## config.mk

```make
export PLATFORM = sky130hd
export DESIGN_NAME = glzw_bitbuf
export DESIGN_NICKNAME = d
export VERILOG_FILES = /design/src/design/glzw_pkg.sv /design/src/design/glzw_bitbuf.sv
export SDC_FILE = /design/constraint.sdc
export NUM_CORES = 1
export LEC_CHECK = 0
export BUFFER_PORTS_ARGS = -buffer_cell sky130_fd_sc_hd__buf_2
export CAP_MARGIN = 20
export CORE_MARGIN = 5
export CORE_UTILIZATION = 55
export DETAILED_ROUTE_END_ITERATION = 12
export GPL_ROUTABILITY_DRIVEN = 0
export PLACE_DENSITY = 0.76
export SLEW_MARGIN = 10
export SYNTH_ARGS = -nofsm -noshare
export SYNTH_HDL_FRONTEND = slang
export SYNTH_SLANG_ARGS = --single-unit
export TNS_END_PERCENT = 10
```

## constraint.sdc

```tcl
create_clock -name i_clk -period 3.85 [get_ports i_clk]
set_input_delay 0.5775 -clock i_clk [delete_from_list [all_inputs] [get_ports i_clk]]
set_output_delay 0.5775 -clock i_clk [all_outputs]
set_load 0.01 [all_outputs]
```

## src/design/glzw_pkg.sv

```systemverilog
// ----------------------------------------------------------------------------
// glzw_pkg
// Shared types and constants of the GIF LZW decoder.
// ----------------------------------------------------------------------------
package glzw_pkg;

    // result kinds
    localparam logic [1:0] KIND_PIXEL = 2'd0;
    localparam logic [1:0] KIND_MORE  = 2'd1;
    localparam logic [1:0] KIND_STOP  = 2'd2;
    localparam logic [1:0] KIND_ERROR = 2'd3;

    // command codes
    localparam logic CMD_PUSH = 1'b0;
    localparam logic CMD_PULL = 1'b1;

    localparam int          ENTRY_W   = 33;
    localparam logic [3:0]  MAX_WIDTH = 4'd12;
    localparam logic [3:0]  MIN_RESET = 4'd8;

    // decoder phase
    typedef enum logic [6:0] {
        PH_FRESH       = 7'b0000001,
        PH_NORM_PROV   = 7'b0000010,
        PH_NORM_FULL   = 7'b0000100,
        PH_WALK_PROV   = 7'b0001000,
        PH_WALK_NOPROV = 7'b0010000,
        PH_STOPPED     = 7'b0100000,
        PH_ERROR       = 7'b1000000
    } t_phase;

    // one string table entry
    typedef struct packed {
        logic [12:0] len;
        logic [7:0]  suffix;
        logic [11:0] prefix;
    } t_entry;

    // bit buffer control
    typedef struct packed {
        logic       clr;
        logic       push;
        logic [7:0] data;
        logic       pop;
        logic [3:0] width;
    } t_bb_ctl;

    // minimum code size clamped to 2..8
    function automatic logic [3:0] f_eff_min(input logic [3:0] m);
        logic [3:0] r;
        r = m;
        if (m < 4'd2) r = 4'd2;
        if (m > 4'd8) r = 4'd8;
        return r;
    endfunction

endpackage

```

## src/design/glzw_bitbuf.sv

```systemverilog
// ----------------------------------------------------------------------------
// glzw_bitbuf
// LSB-first bit buffer: appends bytes and hands out variable width codes.
// ----------------------------------------------------------------------------
module glzw_bitbuf (
    input  logic             i_clk,
    input  glzw_pkg::t_bb_ctl i_ctl,
    output logic [11:0]      o_code,
    output logic [4:0]       o_bits_held
);
    logic [23:0] r_buf, n_buf;
    logic [4:0]  r_held, n_held;
    logic [11:0] w_mask;

    // code extract
    assign w_mask      = ~(12'hFFF << i_ctl.width);
    assign o_code      = r_buf[11:0] & w_mask;
    assign o_bits_held = r_held;

    // append or shift out
    always_comb begin
        n_buf  = r_buf;
        n_held = r_held;
        if (i_ctl.push) begin
            n_buf  = r_buf | ({16'd0, i_ctl.data} << r_held);
            n_held = r_held + 5'd8;
        end else if (i_ctl.pop) begin
            n_buf  = r_buf >> i_ctl.width;
            n_held = r_held - {1'b0, i_ctl.width};
        end
    end

    always_ff @(posedge i_clk) begin
        if (i_ctl.clr) begin
            r_buf  <= '0;
            r_held <= '0;
        end else begin
            r_buf  <= n_buf;
            r_held <= n_held;
        end
    end
endmodule

```

==> impl_metrics.json <==
{
  "outcome": "finished, final reports clean",
  "cts_num_sinks": 29,
  "rows": 26,
  "criticalPathCategory": "primary input to output pin",
  "finalNetCount": 415,
  "die_h_um": 83.65,
  "syn_avg_cell_area_um2": 7.809,
  "min_period_over_period_pct": 61.45,
  "holdBufCountCts": 0,
  "finalClockSkew_ps": 4.797,
  "clkLatencyLatePin_ps": 290,
  "avgRoutedWirePerCell_um": 20.85,
  "cts_max_path_buffers": 2,
  "slew_headroom_pct": 33.90,
  "startpoint_type": "primary input",
  "grt_pass1_vias": 2972,
  "crit_path_end_kind": "output pin",
  "die_w_um": 83.65,
  "grt_util_all_layers_pct": 27.40,
  "yosysTopAreaCellShare_pct": 19.46,
  "cts_inserted_buffers": 5,
  "drc": 0,
  "grt_max_degree": 36,
  "synth_cells": 382,
  "cp_slowest_cell": "buf_2",
  "cts_setup_buffers": 0,
  "cap_violations": 0,
  "critical_path.top_delay_family": "buffers and inverters",
  "worst_slack_ps": 1484,
  "ys_seq_elements": 29,
  "synthTopCellsByCount": "45 x nor2_1, 39 x nand2_1, 31 x a21oi_1",
  "yosysTopAreaCell": "dfxtp_1",
  "grt_pass1_wl_um": 15500,
  "drive_above_1_share_pct": 21.07,
  "yosys.area_share.simple_pct": 20.68,
  "p_leak_nw": 1.226,
  "netlist_area_mm2": 0.002983,
  "n_antenna_cell": 0,
  "worstMarginPinSlew_ps": 990.1,
  "synthAdderAreaFrac_pct": 2.349,
  "synth-edff-count": 0,
  "path_cells": "buf_2, inv_1, a21boi_0, buf_2",
  "top_level_ports": 33,
  "num_vias": 3257,
  "htree_levels": 2,
  "period_minus_slack_ps": 2366,
  "cts.repair.resized": 0,
  "synth_top_family_by_area": "compound AO/OA/AOI/OAI gates",
  "cts_tree": "yes",
  "drtAntennaViolNets": 0,
  "die_area_mm2": 0.006996,
  "critPathMaxFanout": 35,
  "cts-root-buf": "clkbuf_8",
  "areaGrowthSynthToFinish_pct": 6.627,
  "port_buffers": 32,
  "place_ws_ps": 1271,
  "synth_flop_cell": "dfxtp_1",
  "finalHoldViolations": 0,
  "cp.arrival_ps": 1790,
  "drtIter0Drc": 560,
  "fmax_ghz": 0.4227,
  "drt_pass1_iterations": 5,
  "synth_cell_types": 56,
  "rsz0062_at_grt": "false",
  "yosysMostFrequentCell": "nor2_1",
  "cellPowerDensity_mw_per_mm2": 310.7,
  "finalSetupViolations": 0,
  "antenna_found_initial": 0,
  "final.setup.tns_ps": 0,
  "path_buf_inv": 3,
  "initial_utilization_pct": 57.67,
  "via_per_inst": 7.019,
  "hp-class": "register to register",
  "cpMostUsedCell": "buf_2",
  "synthMuxAreaShare_pct": 24.20,
  "path_clk_slew_ps": 60,
  "slew_viol_final": 0,
  "core_area_mm2": 0.005172,
  "overflow": 0,
  "wl_um": 9673,
  "ys_warn_count": 0,
  "crit_path_max_incr_delay_ps": 620,
  "ys_async_sr_fraction_pct": 0,
  "synthTopCellsByArea": "dfxtp_1 19%, mux2_2 9.4%, mux2i_1 6.7%",
  "post_synth_xor_area_fraction_pct": 0.2936,
  "yosysSeqAreaShare_pct": 19.46,
  "ir_drop_uv": 182.6,
  "dp_hpwl_um": 6951,
  "cp_data_required_time_ps": 3270,
  "syn_nets": 403,
  "reg2reg_slack_ps": 1490,
  "synth_compound_area_share_pct": 26.43
}
==> per-stage QoR <==
step / instances / total power, W / area [um2] / hold slack (ps) / utilization, %
5_1_grt: 464 / 0.001035 / 3181 / 545.4 / 61.49
4_1_cts: 464 / 0.0009745 / 3181 / 520.5 / 61.49
3_5_place_dp: 457 / 0.0007129 / 3094 / 512.1 / 59.82
3_3_place_gp: 457 / 0.0007091 / 3094 / 482.2 / 59.82
6_report: 464 / 0.0009882 / 3181 / 518.8 / 61.49
2_1_floorplan: 382 / 0.0006183 / 2983 / 456.4 / -
==> placed cells by master (no fill, tap or decap), types with 4 or more instances in the layout <==
| master | netlist | layout |
|---|---|---|
| a21boi_0 | 6 | 6 |
| nand2b_1 | 8 | 8 |
| a211oi_1 | 9 | 9 |
| inv_1 | 9 | 9 |
| a22oi_1 | 7 | 7 |
| dfxtp_1 | 29 | 29 |
| a32oi_1 | 5 | 5 |
| mux2_2 | 25 | 25 |
| buf_2 | 9 | 32 |
| a31oi_1 | 8 | 8 |
| mux2_4 | 4 | 4 |
| nand2_1 | 39 | 39 |
| clkbuf_8 | 0 | 6 |
| nor2_1 | 45 | 45 |
| nor3_1 | 8 | 8 |
| ha_1 | 4 | 4 |
| a21oi_1 | 31 | 31 |
| nor2b_1 | 8 | 8 |
| nand3_1 | 4 | 4 |
| o22ai_1 | 15 | 15 |
| mux2i_1 | 20 | 20 |
| mux4_2 | 8 | 8 |
| o21ai_0 | 13 | 13 |
==> layout make-up <==
| type | count | area, um2 |
|---|---|---|
| clock buffer | 7 | 86.33 |
| tap | 70 | 87.58 |
| timing repair buffer | 35 | 182.7 |
| sequential | 29 | 580.6 |
| fill | 490 | 1992 |
| inverter | 10 | 37.54 |
| multi-input combinational | 313 | 2206 |
==> routing by layer <==
layer | global-route usage [%] | up-vias | part of all wire (%)
met5 | 0 | - | 0
met1 | 36.24 | 1511 | 39
met3 | 7.404 | 44 | 12
met4 | 11.11 | 0 | 3.3
met2 | 42.08 | 252 | 45
li1 | - | 1450 | -
==> report_power, final <==
part | switching, W | leakage (nW) | internal [W] | total, W
Clock | 0.000125 | 0.0443 | 0.000142 | 0.000267
Combinational | 0.000198 | 0.944 | 0.000146 | 0.000344
Sequential | 0.0000510 | 0.237 | 0.000326 | 0.000377
Total | 0.000374 | 1.23 | 0.000614 | 0.000988
==> path summary, 6_finish.rpt <==
kind	startpoint	endpoint	depth (start not counted)
worst max-delay path	i_ctl[1]	o_code[1]	4
worst min-delay path	r_buf[15]	r_buf[15]	2
worst max register to register	o_bits_held[0]	o_bits_held[4]	8
worst min register to register	r_buf[15]	r_buf[15]	2
==> registers in the layout (all words and copies together) (netlist names) <==
register     cells
r_buf           24
o_bits_held      5
==> worst reg2reg max path, stage by stage, from the launching register on <==
cell and delay [ps]:
dfxtp_1 730, inv_1 230, ha_1 270, fa_1 380, nor2b_1 160, o21ai_0 90, a21oi_1 150, xor2_1 160
nor2_1 50
==> cell families (layout without fill, tap and decap cells) <==
kind of cell / Yosys count / in the layout
compound gates: 119 / 119
xor+xnor: 1 / 1
fa+ha+maj: 5 / 5
buf+inv: 40 / 52
flops: 29 / 29
mux: 57 / 57
simple gates: 131 / 131
(Power assumes the default switching activity.)
